## src/sv/packet_filter_rule_table_macros.svh

```systemverilog
// Assertion macros for the rule table. Empty under synthesis.
`ifndef PACKET_FILTER_RULE_TABLE_MACROS_SVH
`define PACKET_FILTER_RULE_TABLE_MACROS_SVH

`ifndef SYNTHESIS

// ante holds -> cons holds in the same cycle
`define PFRT_ASSERT_IMPL(label, clk, rst_n, ante, cons) \
	label: assert property (@(posedge clk) disable iff (!rst_n) (ante) |-> (cons)) \
		else $error("pfrt: same-cycle check failed");

// ante holds -> cons holds in the next cycle
`define PFRT_ASSERT_NEXT(label, clk, rst_n, ante, cons) \
	label: assert property (@(posedge clk) disable iff (!rst_n) (ante) |=> (cons)) \
		else $error("pfrt: next-cycle check failed");

`else

`define PFRT_ASSERT_IMPL(label, clk, rst_n, ante, cons)
`define PFRT_ASSERT_NEXT(label, clk, rst_n, ante, cons)

`endif

`endif

```

## src/sv/pfrt_pkg.sv

```systemverilog
package pfrt_pkg;

	localparam int RULE_SLOTS = 16;
	localparam int SLOT_IW    = (RULE_SLOTS > 1) ? $clog2(RULE_SLOTS) : 1;

	localparam logic [7:0]  PROTO_TCP    = 8'd6;
	localparam logic [7:0]  PROTO_UDP    = 8'd17;
	localparam logic [15:0] FIRST_NUMBER = 16'd1;
	localparam logic [15:0] NUMBER_MAX   = 16'hFFFF;

	// item modes
	localparam logic [1:0] MODE_CLASSIFY = 2'd0;
	localparam logic [1:0] MODE_ADD      = 2'd1;
	localparam logic [1:0] MODE_REMOVE   = 2'd2;

	// result status codes
	localparam logic [1:0] STATUS_OK        = 2'd0;
	localparam logic [1:0] STATUS_NOT_FOUND = 2'd1;
	localparam logic [1:0] STATUS_FULL      = 2'd2;

	typedef logic [SLOT_IW-1:0] slot_idx_t;

	typedef struct packed {
		logic [1:0]  mode;
		logic [7:0]  protocol;
		logic [15:0] port;
		logic        block_rule;
		logic [15:0] rule_id;
	} in_item_t;

	typedef struct packed {
		logic        drop;
		logic [15:0] result_rule;
		logic [1:0]  status;
	} out_item_t;

	typedef struct packed {
		logic        block;
		logic [7:0]  protocol;
		logic [15:0] port;
		logic [15:0] number;
	} rule_t;

	// sequencer -> rule store
	typedef struct packed {
		logic      rd_en;
		slot_idx_t rd_idx;
		logic      wr_en;
		slot_idx_t wr_idx;
		rule_t     wr_rule;
		logic      clr_en;
		slot_idx_t clr_idx;
	} store_cmd_t;

	// scan unit -> sequencer
	typedef struct packed {
		logic        hit;
		logic [15:0] acc;
		logic        any;
		logic        free_found;
		slot_idx_t   free_idx;
		logic        found;
		slot_idx_t   found_idx;
	} scan_res_t;

	typedef enum logic [1:0] {
		ST_IDLE,
		ST_SCAN,
		ST_DRAIN,
		ST_FINISH
	} state_t;

endpackage

```

## src/sv/packet_filter_rule_table.sv

```systemverilog
// Each item is handled by a slot scan that reads one rule per cycle from the rule
//   store into the shared compare unit; no new item is taken until the scan is
//   done and its result is loaded into the output register.
// A finished result waits in the output register while the next item is taken.
// Reset (arst_n low, asynchronous): all slots invalid, sequencer idle, no result.
`include "packet_filter_rule_table_macros.svh"

module packet_filter_rule_table (
	input  logic                clk,
	input  logic                arst_n,
	input  logic                req_valid,
	output logic                req_stall,
	input  pfrt_pkg::in_item_t  req,
	output logic                rsp_valid,
	input  logic                rsp_stall,
	output pfrt_pkg::out_item_t rsp
);
	import pfrt_pkg::*;

	localparam slot_idx_t LAST_IDX = slot_idx_t'(RULE_SLOTS - 1);

	state_t      state_q;
	state_t      state_d;
	slot_idx_t   idx_q;
	in_item_t    item_q;

	// read pipeline: which slot the store is returning this cycle
	logic        eval_s1;
	slot_idx_t   idx_s1;

	logic        accept;
	logic        start;
	logic        load;
	store_cmd_t  cmd;
	logic        rd_valid_s1;
	rule_t       rd_rule_s1;
	scan_res_t   res;

	out_item_t   rsp_q;
	out_item_t   rsp_d;
	logic        rsp_valid_q;

	logic        add_ok;
	logic [15:0] add_num;

	// Busy from accept until the result is loaded; the output register is independent,
	// so the next item can come in while the previous result still waits.
	assign req_stall = (state_q != ST_IDLE);
	assign accept    = req_valid && !req_stall;

	pfrt_rule_store u_store (
		.clk         (clk),
		.arst_n      (arst_n),
		.cmd         (cmd),
		.rd_valid_s1 (rd_valid_s1),
		.rd_rule_s1  (rd_rule_s1)
	);

	pfrt_scan_unit u_scan (
		.clk        (clk),
		.arst_n     (arst_n),
		.start      (start),
		.eval       (eval_s1),
		.item       (item_q),
		.slot_idx   (idx_s1),
		.slot_valid (rd_valid_s1),
		.slot       (rd_rule_s1),
		.res        (res)
	);

	// Add outcome: needs a free slot and headroom above the highest number.
	assign add_ok  = res.free_found && !(res.any && (res.acc == NUMBER_MAX));
	assign add_num = res.any ? (res.acc + 16'd1) : FIRST_NUMBER;

	// result word for the item being finished
	always_comb begin
		rsp_d = '0;
		case (item_q.mode)
			MODE_CLASSIFY: begin
				rsp_d.drop        = res.hit;
				rsp_d.result_rule = res.hit ? res.acc : 16'd0;
				rsp_d.status      = STATUS_OK;
			end
			MODE_ADD: begin
				rsp_d.result_rule = add_ok ? add_num : 16'd0;
				rsp_d.status      = add_ok ? STATUS_OK : STATUS_FULL;
			end
			MODE_REMOVE: begin
				rsp_d.status = res.found ? STATUS_OK : STATUS_NOT_FOUND;
			end
			default: begin
				rsp_d = '0;
			end
		endcase
	end

	// Sequencer: IDLE -> SCAN (one read per slot) -> DRAIN (last compare)
	// -> FINISH (commit table change and load result once the output is free).
	always_comb begin
		state_d = state_q;
		start   = 1'b0;
		load    = 1'b0;
		cmd     = '0;
		cmd.rd_idx          = idx_q;
		cmd.wr_idx          = res.free_idx;
		cmd.wr_rule.block    = item_q.block_rule;
		cmd.wr_rule.protocol = item_q.protocol;
		cmd.wr_rule.port     = item_q.port;
		cmd.wr_rule.number   = add_num;
		cmd.clr_idx         = res.found_idx;
		case (state_q)
			ST_IDLE: begin
				if (accept) begin
					start   = 1'b1;
					state_d = ST_SCAN;
				end
			end
			ST_SCAN: begin
				cmd.rd_en = 1'b1;
				if (idx_q == LAST_IDX) begin
					state_d = ST_DRAIN;
				end
			end
			ST_DRAIN: begin
				state_d = ST_FINISH;
			end
			ST_FINISH: begin
				if (!rsp_valid_q || !rsp_stall) begin
					load       = 1'b1;
					cmd.wr_en  = (item_q.mode == MODE_ADD) && add_ok;
					cmd.clr_en = (item_q.mode == MODE_REMOVE) && res.found;
					state_d    = ST_IDLE;
				end
			end
			default: begin
				state_d = ST_IDLE;
			end
		endcase
	end

	always_ff @(posedge clk or negedge arst_n) begin
		if (!arst_n) begin
			state_q     <= ST_IDLE;
			idx_q       <= '0;
			eval_s1     <= 1'b0;
			rsp_valid_q <= 1'b0;
		end else begin
			state_q <= state_d;
			eval_s1 <= (state_q == ST_SCAN);
			if (accept) begin
				idx_q <= '0;
			end else if ((state_q == ST_SCAN) && (idx_q != LAST_IDX)) begin
				idx_q <= idx_q + slot_idx_t'(1);
			end
			if (load) begin
				rsp_valid_q <= 1'b1;
			end else if (!rsp_stall) begin
				rsp_valid_q <= 1'b0;
			end
		end
	end

	// payload registers
	always_ff @(posedge clk) begin
		if (accept) begin
			item_q <= req;
		end
		idx_s1 <= idx_q;
		if (load) begin
			rsp_q <= rsp_d;
		end
	end

	assign rsp_valid = rsp_valid_q;
	assign rsp       = rsp_q;

	// rule numbers start at one, so a drop always names a real rule
	`PFRT_ASSERT_IMPL(a_drop_numbered, clk, arst_n, rsp_valid_q && rsp_q.drop, rsp_q.result_rule != 16'd0)
	`PFRT_ASSERT_IMPL(a_drop_ok, clk, arst_n, rsp_valid_q && rsp_q.drop, rsp_q.status == STATUS_OK)
	`PFRT_ASSERT_IMPL(a_fail_empty, clk, arst_n, rsp_valid_q && (rsp_q.status == STATUS_FULL || rsp_q.status == STATUS_NOT_FOUND), !rsp_q.drop && (rsp_q.result_rule == 16'd0))
	`PFRT_ASSERT_NEXT(a_accept_scan, clk, arst_n, accept, (state_q == ST_SCAN) && (idx_q == '0))

endmodule

```

## src/sv/pfrt_rule_store.sv

```systemverilog
module pfrt_rule_store (
	input  logic                clk,
	input  logic                arst_n,
	input  pfrt_pkg::store_cmd_t cmd,
	output logic                rd_valid_s1,
	output pfrt_pkg::rule_t     rd_rule_s1
);
	import pfrt_pkg::*;

	logic [RULE_SLOTS-1:0] valid_q;
	rule_t                 mem [RULE_SLOTS];

	// per-slot valid bits, cleared by reset
	always_ff @(posedge clk or negedge arst_n) begin
		if (!arst_n) begin
			valid_q     <= '0;
			rd_valid_s1 <= 1'b0;
		end else begin
			if (cmd.wr_en) begin
				valid_q[cmd.wr_idx] <= 1'b1;
			end
			if (cmd.clr_en) begin
				valid_q[cmd.clr_idx] <= 1'b0;
			end
			if (cmd.rd_en) begin
				rd_valid_s1 <= valid_q[cmd.rd_idx];
			end
		end
	end

	// rule payload, registered read
	always_ff @(posedge clk) begin
		if (cmd.wr_en) begin
			mem[cmd.wr_idx] <= cmd.wr_rule;
		end
		if (cmd.rd_en) begin
			rd_rule_s1 <= mem[cmd.rd_idx];
		end
	end

endmodule

```

## src/sv/pfrt_scan_unit.sv

```systemverilog
module pfrt_scan_unit (
	input  logic                clk,
	input  logic                arst_n,
	input  logic                start,
	input  logic                eval,
	input  pfrt_pkg::in_item_t  item,
	input  pfrt_pkg::slot_idx_t slot_idx,
	input  logic                slot_valid,
	input  pfrt_pkg::rule_t     slot,
	output pfrt_pkg::scan_res_t res
);
	import pfrt_pkg::*;

	scan_res_t   res_q;
	scan_res_t   res_d;
	logic        l4;
	logic        match;
	logic [15:0] cmp_a;
	logic [15:0] cmp_b;
	logic        better;

	assign l4    = (item.protocol == PROTO_TCP) || (item.protocol == PROTO_UDP);
	assign match = slot_valid && slot.block &&
		((slot.protocol == item.protocol) || (l4 && (slot.port == item.port)));

	// one magnitude compare, operands swapped by mode:
	// classify looks for the lowest number, add for the highest
	assign cmp_a  = (item.mode == MODE_ADD) ? res_q.acc   : slot.number;
	assign cmp_b  = (item.mode == MODE_ADD) ? slot.number : res_q.acc;
	assign better = cmp_a < cmp_b;

	always_comb begin
		res_d = res_q;
		if (eval) begin
			case (item.mode)
				MODE_CLASSIFY: begin
					if (match && (!res_q.hit || better)) begin
						res_d.hit = 1'b1;
						res_d.acc = slot.number;
					end
				end
				MODE_ADD: begin
					if (slot_valid) begin
						if (!res_q.any || better) begin
							res_d.acc = slot.number;
						end
						res_d.any = 1'b1;
					end else if (!res_q.free_found) begin
						res_d.free_found = 1'b1;
						res_d.free_idx   = slot_idx;
					end
				end
				MODE_REMOVE: begin
					if (slot_valid && (slot.number == item.rule_id) && !res_q.found) begin
						res_d.found     = 1'b1;
						res_d.found_idx = slot_idx;
					end
				end
				default: begin
					res_d = res_q;
				end
			endcase
		end
	end

	always_ff @(posedge clk or negedge arst_n) begin
		if (!arst_n) begin
			res_q <= '0;
		end else if (start) begin
			res_q <= '0;
		end else begin
			res_q <= res_d;
		end
	end

	assign res = res_q;

endmodule
```

## config.mk

```make
export PLATFORM = sky130hd
export DESIGN_NAME = packet_filter_rule_table
export DESIGN_NICKNAME = d
export VERILOG_FILES = /design/src/sv/pfrt_pkg.sv /design/src/sv/packet_filter_rule_table.sv /design/src/sv/pfrt_rule_store.sv /design/src/sv/pfrt_scan_unit.sv
export VERILOG_INCLUDE_DIRS = /design/src /design/src/sv
export SDC_FILE = /design/constraint.sdc
export NUM_CORES = 1
export LEC_CHECK = 0
export BUFFER_PORTS_ARGS = -buffer_cell sky130_fd_sc_hd__buf_2
export CORE_MARGIN = 3
export CORE_UTILIZATION = 35
export DETAILED_ROUTE_END_ITERATION = 10
export GPL_TIMING_DRIVEN = 0
export PLACE_DENSITY = 0.59
export SYNTH_ARGS = -nofsm -noshare
export SYNTH_HDL_FRONTEND = slang
export SYNTH_SLANG_ARGS = --single-unit
export TNS_END_PERCENT = 100
```

## constraint.sdc

```tcl
create_clock -name clk -period 15.1 [get_ports clk]
set_input_delay 0.755 -clock clk [delete_from_list [all_inputs] [get_ports clk]]
set_output_delay 0.755 -clock clk [all_outputs]
set_load 0.02 [all_outputs]
```

Word level (Yosys, flattened, before mapping)

Memories as Yosys holds them, arrays and structs flattened. A register that Yosys moved wholly into a read port is not among the register bits.
Cells that the tools add are included.

Bits in writable memories: 656
Flip-flop bits (word level): 119
Logic and storage cells: 149
Memories: 1

Multiplexer cells: 48
$lt $le $gt $ge: 6
Equal/unequal tests: 22
Bitwise operators: 3
Reductions and logical operators: 45
Add/sub/neg operators: 2

Memory list:

| name        | depth | bits a word | rd ports | clocked after memory_dff | wr ports | RTL line              | text |
|---|---|---|---|---|---|---|---|
| u_store.mem | 16    | 41          | 1        | 1                        | 1        | pfrt_rule_store.sv:11 | `rule_t mem [RULE_SLOTS];` |

Operators by type and width:

| kind                                                        | number |
|---|---|
| 2-to-1 mux 16 bit                                           | 8 |
| case mux 16 bit (2 select lines)                            | 2 |
| 2-to-1 mux 28 bit                                           | 2 |
| 2-to-1 mux 17 bit                                           | 2 |
| equality test 16 bit                                        | 2 |
| 2-to-1 mux 1 bit                                            | 18 |
| nonzero test 2 bit                                          | 9 |
| adder 16 x 1 -> 16 bit (second input constant)              | 1 |
| AND 16 bit                                                  | 1 |
| equality test 16 bit (second input constant)                | 1 |
| less-than comparator 16 bit                                 | 1 |
| NOT 16 bit                                                  | 1 |
| OR 16 bit                                                   | 1 |
| less-than comparator 4 x 5 -> 1 bit (second input constant) | 3 |
| 2-to-1 mux 5 bit                                            | 3 |
| AND reduction 3 bit                                         | 5 |
| logical AND 1 bit                                           | 14 |
| 2-to-1 mux 4 bit                                            | 3 |
| != test 2 bit (second input constant)                       | 5 |
| != test 3 x 2 -> 1 bit (second input constant)              | 3 |
| demux 1 bit (select 4 bit)                                  | 2 |
| equality test 8 x 3 -> 1 bit (second input constant)        | 1 |
| equality test 8 x 5 -> 1 bit (second input constant)        | 1 |
| equality test 8 bit                                         | 1 |
| 18 further kinds                                            | 36 |

Longest topological paths before layout

Gate-level depths: netlist of the first run.

Word-level depth: 10
Gate-level depth with buffers: 12
Depth with buffers taken out: 9

By module

From an unflattened synthesis of the first run, not the netlist that was laid out.

Cell total of the unflattened synthesis: 1511
Area, all modules: 32408.6 um^2

Modules (own cells, without submodules):

| module                   | sequential area each (um^2) | cells an instance | area each (um^2) | instances |
|---|---|---|---|---|
| pfrt_rule_store          | 21355.5                     | 1023              | 26827.0          | 1 |
| packet_filter_rule_table | 2142.1                      | 214               | 3103.0           | 1 |
| pfrt_scan_unit           | 700.7                       | 274               | 2478.6           | 1 |

Worst setup path after synthesis of the first run

OpenSTA, ideal clock, no wires.

Path type: in2reg
Start point: input port rsp_stall
End point: memory u_store.mem[0][0] (netlist name) (enable)
Data arrival time: 5.935 ns
Stages: 5
Path slack: 8.619 ns
Library setup time: 0.546 ns
Buffers on the path: 1
Cell sequence: nand2_1 and2_1 clkbuf_1 nand3b_1 nor4_1

Word-level cells in the longest chain between the ends: 6

Ends and longest elaborated chain:

| item                                   | RTL line                        | text |
|---|---|---|
| from (decl)                            | packet_filter_rule_table.sv:15  | `input logic rsp_stall,` |
| logical NOT 1 bit                      | --                              |  |
| logical OR 1 bit                       | packet_filter_rule_table.sv:128 | `if (!rsp_valid_q \|\| !rsp_stall) begin` |
| 2-to-1 mux 1 bit                       | packet_filter_rule_table.sv:128 |  |
| 2-to-1 mux 1 bit                       | packet_filter_rule_table.sv:111 | `case (state_q)` |
| 2-to-1 mux 1 bit                       | pfrt_rule_store.sv:33           | `if (cmd.wr_en) begin` |
| 2-to-1 mux 1 bit (not written as such) | pfrt_rule_store.sv:34           | `mem[cmd.wr_idx] <= cmd.wr_rule;` |
| to (decl)                              | pfrt_rule_store.sv:11           |  |

No other way between the ends.

Worst setup path after layout of the first run

Start point: register u_scan.res_q (netlist bit u_scan.res[12])
End point: memory u_store.mem[8][28] (netlist name) (enable)

Word-level cells in the longest chain between the ends: 9

Ends and longest elaborated chain:

| item                                   | RTL line                        | text |
|---|---|---|
| from (decl)                            | pfrt_scan_unit.sv:14            | `scan_res_t res_q;` |
| from (signal assigned)                 | pfrt_scan_unit.sv:72            | `res_q <= res_d;` |
| equality test 16 bit                   | packet_filter_rule_table.sv:72  | `assign add_ok = res.free_found && !(res.any && (res.acc == NUMBER_MAX));` |
| logical AND 1 bit                      | packet_filter_rule_table.sv:72  |  |
| logical NOT 1 bit                      | packet_filter_rule_table.sv:72  |  |
| logical AND 1 bit                      | packet_filter_rule_table.sv:72  |  |
| logical AND 1 bit                      | packet_filter_rule_table.sv:130 | `cmd.wr_en = (item_q.mode == MODE_ADD) && add_ok;` |
| 2-to-1 mux 1 bit                       | packet_filter_rule_table.sv:128 |  |
| 2-to-1 mux 1 bit                       | packet_filter_rule_table.sv:111 |  |
| 2-to-1 mux 1 bit                       | pfrt_rule_store.sv:33           |  |
| 2-to-1 mux 1 bit (not written as such) | pfrt_rule_store.sv:34           |  |

No other way between the ends.

==> key figures, run 1 <==
Status
  – Status: completed

Timing
  – Final Skew: 22.3 ps
  – Slew @ Worst Pin: 1110 ps
  – Slew Viols, Final: 0
  – Fin. Hold Viols: 0
  – Final setup vio count: 0
  – Final period util: 0.246
  – Setup WS post-layout: 11,390 ps
  – FMAX: 270 MHz
  – Rel. slew slack: 0.262
  – Minimum clock period: 3710 ps
  – RSZ-0062 raised after global routing: no
  – Total negative slack: 0 ps

Placed design
  – DP HPWL: 49.8 mm
  – Port bufs: 67
  – Dpl ws: 10,660 ps
  – GPL Wtd Cong: 0.823
  – Dpl cell area: 0.0349 mm^2
  – Cells after DPL: 2,824

CTS
  – Clock transition at the registers of the reported paths: 60 ps
  – H-tree levels: 3
  – Setup Fix Bufs, Post-CTS: 0
  – Num CTS Buffers: 84
  – Post-CTS sizing: 0
  – TritonCTS clock tree: yes
  – Clock Sinks: 816
  – CTS Root Cell: clkbuf_16
  – Clock latency on the worst-skew pair: 620 ps
  – CTS max path bufs: 3
  – Hold_buf cts: 0

Cells and area
  – Final core utilization: 0.414
  – # nets final: 1,792
  – Area growth syn-to-layout: 16.8%
  – Final Cell Area: 0.0374 mm^2
  – Layout cells sized above 1: 0.288
  – # diodes: 0
  – Count of non-filler cells in the finished layout: 2,972

Worst setup path
  – Critical Path Sink: u_store.mem[8][28]
  – CP Max Fanout: 8
  – Worst R2R Start: u_scan.res[12]
  – R2R depth: 10
  – Setup CP Type: reg -> reg
  – Critical path launch point: u_scan.res[12]
  – Worst EP required: 15,430 ps
  – Crit. End Element: register
  – CP startpoint kind: register
  – Crit Reg-Reg Endpoint: u_store.mem[8][28]
  – Worst Path Arrival: 4040 ps
  – Flop2flop setup slack: 11,390 ps

Yosys
  – Post-synthesis sequential area ratio: 0.756
  – Async SR Flop Fraction: 0.0650
  – Syn nets: 1,568
  – Number of synthesized flops with an enable pin: 759
  – Count of cell types in the netlist: 63
  – Top cell type's share of synthesized area: 0.712
  – Ys Warns: 0
  – Largest area contributor in the synthesized netlist: edfxtp_1
  – Cell area after synthesis: 0.0320 mm^2
  – Yosys reg bits: 816
  – Post-synthesis cell count: 1,510
  – Top FF cell, synth: edfxtp_1
  – Mapped Avg Cell Area: 21.2 um^2
  – Synth top area cells: edfxtp_1 71%, mux4_2 15%, dfrtp_1 4.1%, xor2_1 0.85%, nor2_1 0.73%

Pwr
  – Pwr per Cell Area: 159 mW/mm^2
  – Leakage: 12.0 nW
  – VDD IR max: 0.0790 mV

Drt
  – Final WL: 76.8 mm
  – DRC errors left: 0
  – First drt pass iteration count: 5
  – ANT nets after route: 0
  – Vias after detailed routing: 15,815
  – Vias per cell: 5.32
  – Routed WL per cell: 25.8 um
  – DR iter-0 viols: 1,480

Global route
  – Pin count of the biggest net entering global routing: 54
  – Initial antenna violation count: 0
  – Global route overflow: 0
  – Global-route wire length before repair: 113 mm
  – Vias in the first global route: 16,541
  – GRT Overall Usage: 0.164

Hold path
  – Worst hold path type: in -> async

Floorplan
  – I/O Pins: 68
  – Chip Width: 308 um
  – Core box area: 0.0903 mm^2
  – Die Y: 308 um
  – Initial Util: 0.355
  – Row count: 110
  – Die Footprint: 0.0951 mm^2

Flow run
  – Max Cap Viol: 0
cells in the mapped netlist (4+ instances only):
| master | number |
|---|---|
| edfxtp_1 | 759 |
| mux4_2 | 210 |
| nor2_1 | 62 |
| dfrtp_1 | 53 |
| inv_1 | 40 |
| clkbuf_1 | 34 |
| xor2_1 | 31 |
| xnor2_1 | 25 |
| nand2_1 | 24 |
| buf_2 | 22 |
| a21oi_1 | 18 |
| and2_1 | 16 |
| a22oi_1 | 15 |
| nand2b_1 | 14 |
| nor3_1 | 12 |
| o21ai_0 | 12 |
| ha_1 | 11 |
| nand3_1 | 10 |
| a31oi_1 | 9 |
| buf_1 | 9 |
| nand4_1 | 9 |
| o32ai_2 | 9 |
| nor2b_1 | 8 |
| nor4_1 | 8 |
| o22ai_1 | 7 |
| o32ai_1 | 7 |
| a2bb2oi_1 | 5 |
| and3_1 | 5 |
| mux2i_1 | 5 |
| dfxtp_1 | 4 |
| maj3_1 | 4 |
| o2111ai_1 | 4 |
| or3_1 | 4 |
sequential cells by signal, indices dropped and copies added, names as in the netlist:
signal	cells
item_q	18
u_store.mem	656
u_store.rd_valid_s1	1
u_store.valid_q	16
u_store.rd_rule_s1	41
state_q	2
u_scan.res	28
rsp_valid	1
rsp	19
eval_s1	1
idx_s1	4
idx_q	4
cmd	25
kinds of logic (layout without fill, tap and decap cells):
group,Yosys count,after routing,synth area share
xor+xnor,56,56,0.0153
mux,216,216,0.150
fa+ha+maj,15,15,0.00555
compound gates,103,103,0.0260
buf+inv,108,394,0.0144
simple gates,196,196,0.0332
flops,816,816,0.756
power breakdown:
part	leakage, nW	switching, mW	internal, mW
clock network	1.19	0.837	1.04
logic	3.11	0.677	0.600
registers	7.68	0.139	2.67
total	12.0	1.65	4.31
cell usage in the layout, fill, tap and decap left out, drive strengths merged, types with 4 or more instances in the layout:
master   instances
edfxtp         759
mux4           210
buf            172
clkbuf         148
nor2            62
dfrtp           53
inv             41
xor2            31
clkinv          31
xnor2           25
nand2           24
a21oi           18
o32ai           17
and2            16
a22oi           15
nand2b          14
o21ai           12
nor3            12
ha              11
nand3           10
nor4            10
nand4            9
a31oi            9
nor2b            8
o22ai            7
a2bb2oi          6
and3             5
mux2i            5
and2b            5
or3              4
o2111ai          4
maj3             4
dfxtp            4
nor4b            4
o31a             4
worst max-delay path, stage by stage (launching register included):
cell and delay (ps):
dfrtp_1 460, ha_1 240, and3_1 230, nand4_1 320, o311a_1 310, nand4b_1 320
nor3_2 800, buf_8 240, buf_6 170, buf_6 180, buf_6 150
layer usage:
metal  vias to the layer above  GRT usage  routed length, um  part of all wire
li1                       6683          -                  -                 -
met4                         0     0.0402               1750             0.023
met3                       120     0.0310               4870             0.063
met2                       568      0.267              37100              0.48
met5                         -          0                  0                 0
met1                      8444      0.229              33100              0.43
worst min-delay path by stage:
| stage | endpoint | slack (ps) | cells after the start |
|---|---|---|---|
| 6_report | u_scan.res[21] | 170 | 1 |
| 5_1_grt | u_scan.res[21] | 210 | 1 |
| 4_1_cts | cmd[41] | 260 | 1 |
| 3_5_place_dp | idx_s1[2] | 350 | 0 |
| 3_3_place_gp | idx_s1[2] | 360 | 0 |
| 2_1_floorplan | idx_s1[2] | 350 | 0 |
stage by stage:
stage | hold WS (ps) | total power, mW
after detailed placement | 355 | 4.16
after global placement | 359 | 4.11
after global routing | 212 | 6.22
after floorplan | 345 | 3.70
after CTS | 260 | 6.05
final | 171 | 5.96
cell type report:
| type | count | area (um^2) |
|---|---|---|
| Buffer | 68 | 313 |
| Clock buffer | 114 | 2250 |
| Fill cell | 7831 | 52900 |
| Sequential cell | 816 | 24200 |
| Inverter | 40 | 150 |
| Clock inverter | 34 | 208 |
| Multi-Input combinational cell | 586 | 7470 |
| Tap cell | 1176 | 1470 |
| Timing Repair Buffer | 138 | 1330 |
Note: power is estimated with default switching activity, not from simulation.
==> run 2: changes to the inputs <==
Settings changed: ABC_AREA from default to 1.
Clock period 15.1 ns to 3.5 ns, I/O delays scaled along.
==> run 2 against run 1 <==
  * Final area grew 2.9%
  * Worst hold slack lost 33 ps
  * Synthesized cell count grew 76%
  * Die area grew 2.8%
  * Count of clock-buffer cells in the layout shrank 5
  * Via count grew 40%
  * Sequential cell count is the same
==> key figures, run 2 <==
Status
  – Status: completed

Timing
  – Minimum clock period: 3420 ps (-292 ps)
  – Final setup vio count: 0 (unchanged)
  – Final period util: 0.976 (+0.731)
  – Setup WS post-layout: 82.3 ps (-11,310 ps)
  – FMAX: 293 MHz (+8.5%)
  – Fin. Hold Viols: 0 (unchanged)
  – Slew @ Worst Pin: 1300 ps (+193 ps)
  – Slew Viols, Final: 0 (unchanged)
  – Min Hold Slack: 138 ps (-33.0 ps)
  – Total negative slack: 0 ps (unchanged)
  – Rel. slew slack: 0.130 (-0.132)
  – Final Skew: 24.3 ps (+1.98 ps)
  – RSZ-0062 raised after global routing: no

Placed design
  – GPL Wtd Cong: 0.887 (+7.7%)
  – Dpl cell area: 0.0353 mm^2 (+0.92%)
  – DP HPWL: 62.3 mm (+25%)
  – Port bufs: 67 (unchanged)
  – Dpl ws: -18.2 ps (-10,680 ps)

Yosys
  – Compound-cell area share of the yosys netlist: 0.106 (+0.0802)
  – Top cell type's share of synthesized area: 0.692 (-0.0201)
  – Top FF cell, synth: edfxtp_1
  – Post-synthesis cell count: 2,654 (+76%)
  – Mux cell area share after synthesis: 0 (-0.150)
  – Commonest cells in the netlist: 759 x edfxtp_1, 449 x nor2_1, 359 x o21ai_0, 292 x nand2_1, 124 x inv_1
  – Mapped Avg Cell Area: 12.4 um^2 (-41%)
  – Ys Warns: 0 (unchanged)
  – Async SR Flop Fraction: 0.0650 (unchanged)
  – Largest area contributor in the synthesized netlist: edfxtp_1
  – Cell area after synthesis: 0.0329 mm^2 (+2.9%)
  – Largest family of logic cells by synthesized area: simple AND/OR/NAND/NOR gates
  – Post-synthesis sequential area ratio: 0.735 (-0.0213)
  – Post-Synth Adder-Cell Area: 0.00418 (-0.00137)
  – Synth Area in XOR/XNOR: 0.00665 (-0.00867)
  – Post-Synth Simple-Gate Area: 0.114 (+0.0808)
  – Syn nets: 2,712 (+73%)
  – Top-count cell post-synth: edfxtp_1
  – Synth top area cells: edfxtp_1 69%, o21ai_0 5.5%, nor2_1 5.1%, dfrtp_1 4.0%, nand2_1 3.3%
  – Number of synthesized flops with an enable pin: 759 (unchanged)
  – Count of cell types in the netlist: 50 (-21%)
  – Yosys reg bits: 816 (unchanged)

Worst setup path
  – Setup CP Type: reg -> reg
  – CP dominant cell by count: clkbuf_1
  – CP startpoint kind: register
  – CP Cell Sequence: buf_2 > clkinv_1 > clkbuf_1 > clkbuf_1 > nor2_1 > o22ai_1 > nand2_1 > nand3_1
  – Crit. End Element: register
  – CP max stage cell: clkbuf_1
  – Worst EP required: 3970 ps (-11,460 ps)
  – Worst path max stage delay: 880 ps (+80 ps)
  – CP Max Fanout: 10 (+2)
  – Worst Path Arrival: 3890 ps (-150 ps)

Global route
  – GRT Overall Usage: 0.191 (+0.0270)
  – Initial antenna violation count: 3 (+3)
  – GRT Max-Usage Layer: met2
  – Global-route wire length before repair: 138 mm (+23%)
  – Vias in the first global route: 21,033 (+27%)
  – Met2 Track Usage GR: 0.297 (+0.0301)
  – Pin count of the biggest net entering global routing: 54 (unchanged)
  – Global Route met1 Usage: 0.263 (+0.0348)
  – M3 GR Usage: 0.0430 (+0.0120)
  – Global route overflow: 0 (unchanged)

Drt
  – Vias per cell: 5.27 (-0.95%)
  – First drt pass iteration count: 5 (unchanged)
  – DR iter-0 viols: 2,359 (+59%)
  – Routed WL per cell: 22.7 um (-12%)
  – ANT nets after route: 0 (unchanged)
  – Final WL: 95.5 mm (+24%)
  – Vias after detailed routing: 22,152 (+40%)
  – DRC errors left: 0 (unchanged)

Floorplan
  – Die Y: 313 um (+1.4%)
  – Core box area: 0.0925 mm^2 (+2.4%)
  – Row count: 111 (+0.91%)
  – Chip Width: 313 um (+1.4%)
  – I/O Pins: 68 (unchanged)
  – Initial Util: 0.356 (+0.00157)
  – Die Footprint: 0.0978 mm^2 (+2.8%)

Cells and area
  – # nets final: 2,936 (+64%)
  – Commonest non-fill, non-tap cell in the layout: edfxtp_1
  – Final Cell Area: 0.0385 mm^2 (+2.9%)
  – Most frequent cells in the layout: 759 x edfxtp_1, 443 x nor2_1, 359 x o21ai_0
  – Top reg by flops: u_store.mem
  – Fill count: 8,687 (+11%)
  – Max reg flops: 656 (unchanged)
  – Layout cells sized above 1: 0.0935 (-0.195)
  – Area growth syn-to-layout: 16.8% (about the same)

CTS
  – Clock transition at the registers of the reported paths: 60 ps (about the same)
  – TritonCTS clock tree: yes
  – H-tree levels: 3 (unchanged)
  – Clock latency on the worst-skew pair: 660 ps (+40 ps)
  – CTS Root Cell: clkbuf_16
  – Clock Sinks: 816 (unchanged)
  – Num CTS Buffers: 87 (+3.6%)
  – CTS max path bufs: 3 (unchanged)

Hold path
  – Worst hold path type: in -> async

Flow run
  – Max Cap Viol: 0 (unchanged)

Pwr
  – VDD IR max: 0.460 mV (+480%)
  – Pwr per Cell Area: 800 mW/mm^2 (+400%)
  – Leakage: 13.1 nW (+9.4%)
  – Power Total: 30.8 mW (+420%)
-- run 2: cell types whose count changed in the layout (fill, tap and decap cells not counted), moves of 94 or more --
cell	change
mux4_2	-210
nand3_1	+105
o22ai_1	+94
o21ai_0	+347
nor2_1	+389
nand2_1	+268
-- run 2: path summary, 6_finish.rpt --
kind                       cells after the start  slack (ps)                      to     start
max                                            8          80  u_store.rd_rule_s1[14]  idx_q[0]
max reg2reg                                    8          80  u_store.rd_rule_s1[14]  idx_q[0]
min in group clk                               2         230                 cmd[25]   req[21]
min                                            2         140           u_scan.res[2]    arst_n
min reg2reg                                    0         370               idx_s1[2]  idx_q[2]
max in group asynchronous                      2        2830          u_scan.res[23]    arst_n
-- run 2: repair_timing --
item                       4_1_cts  5_1_grt
hold endpoints to repair        98        0
pin swaps                        0        2
setup endpoints to repair       11       64
hold buffers                    46        0
cloned                           0        1
buffers inserted                 0        2
resized for setup                1        2
-- run 2: per-stage QoR --
step,instances,util
final,4203,0.416
after global routing,4196,0.416
after global placement,3964,0.377
after CTS,4193,0.415
after detailed placement,3983,0.381
after floorplan,2654,-
-- run 2: critical path, delay by kind of cell (launching register included) --
kind | cells | cell delay, ps
flip-flops | 1 | 480
AO/OA/AOI/OAI | 1 | 200
buffers and inverters | 4 | 2140
AND/OR/NAND/NOR | 3 | 410
-- run 2: area by class of cell --
cell class,instances,area [um^2],share of cell area
Sequential cell,816,24200,0.629
Multi-Input combinational cell,1556,7690,0.200
Clock buffer,109,2290,0.0595
Tap cell,1243,1560,0.0404
Timing Repair Buffer,134,1180,0.0308
Buffer,149,631,0.0164
Inverter,134,508,0.0132
Clock inverter,55,404,0.0105
Antenna cell,7,17.5,0.000455
-- run 2: kinds of logic after synthesis --
logic type,after synthesis
fa+ha+maj,11
flops,816
buf+inv,283
simple gates,913
xor+xnor,25
compound gates,606
-- run 2: layer usage --
metal,wire length [um],share of wire
met1,40600,0.43
met2,43200,0.45
met3,8430,0.088
met4,3180,0.033
met5,0,0
-- run 2: power by group --
part / switching, mW / total, mW / internal (mW)
Sequential: 0.748 / 12.6 / 11.9
Clock: 3.86 / 8.81 / 4.95
Combinational: 6.85 / 9.36 / 2.51
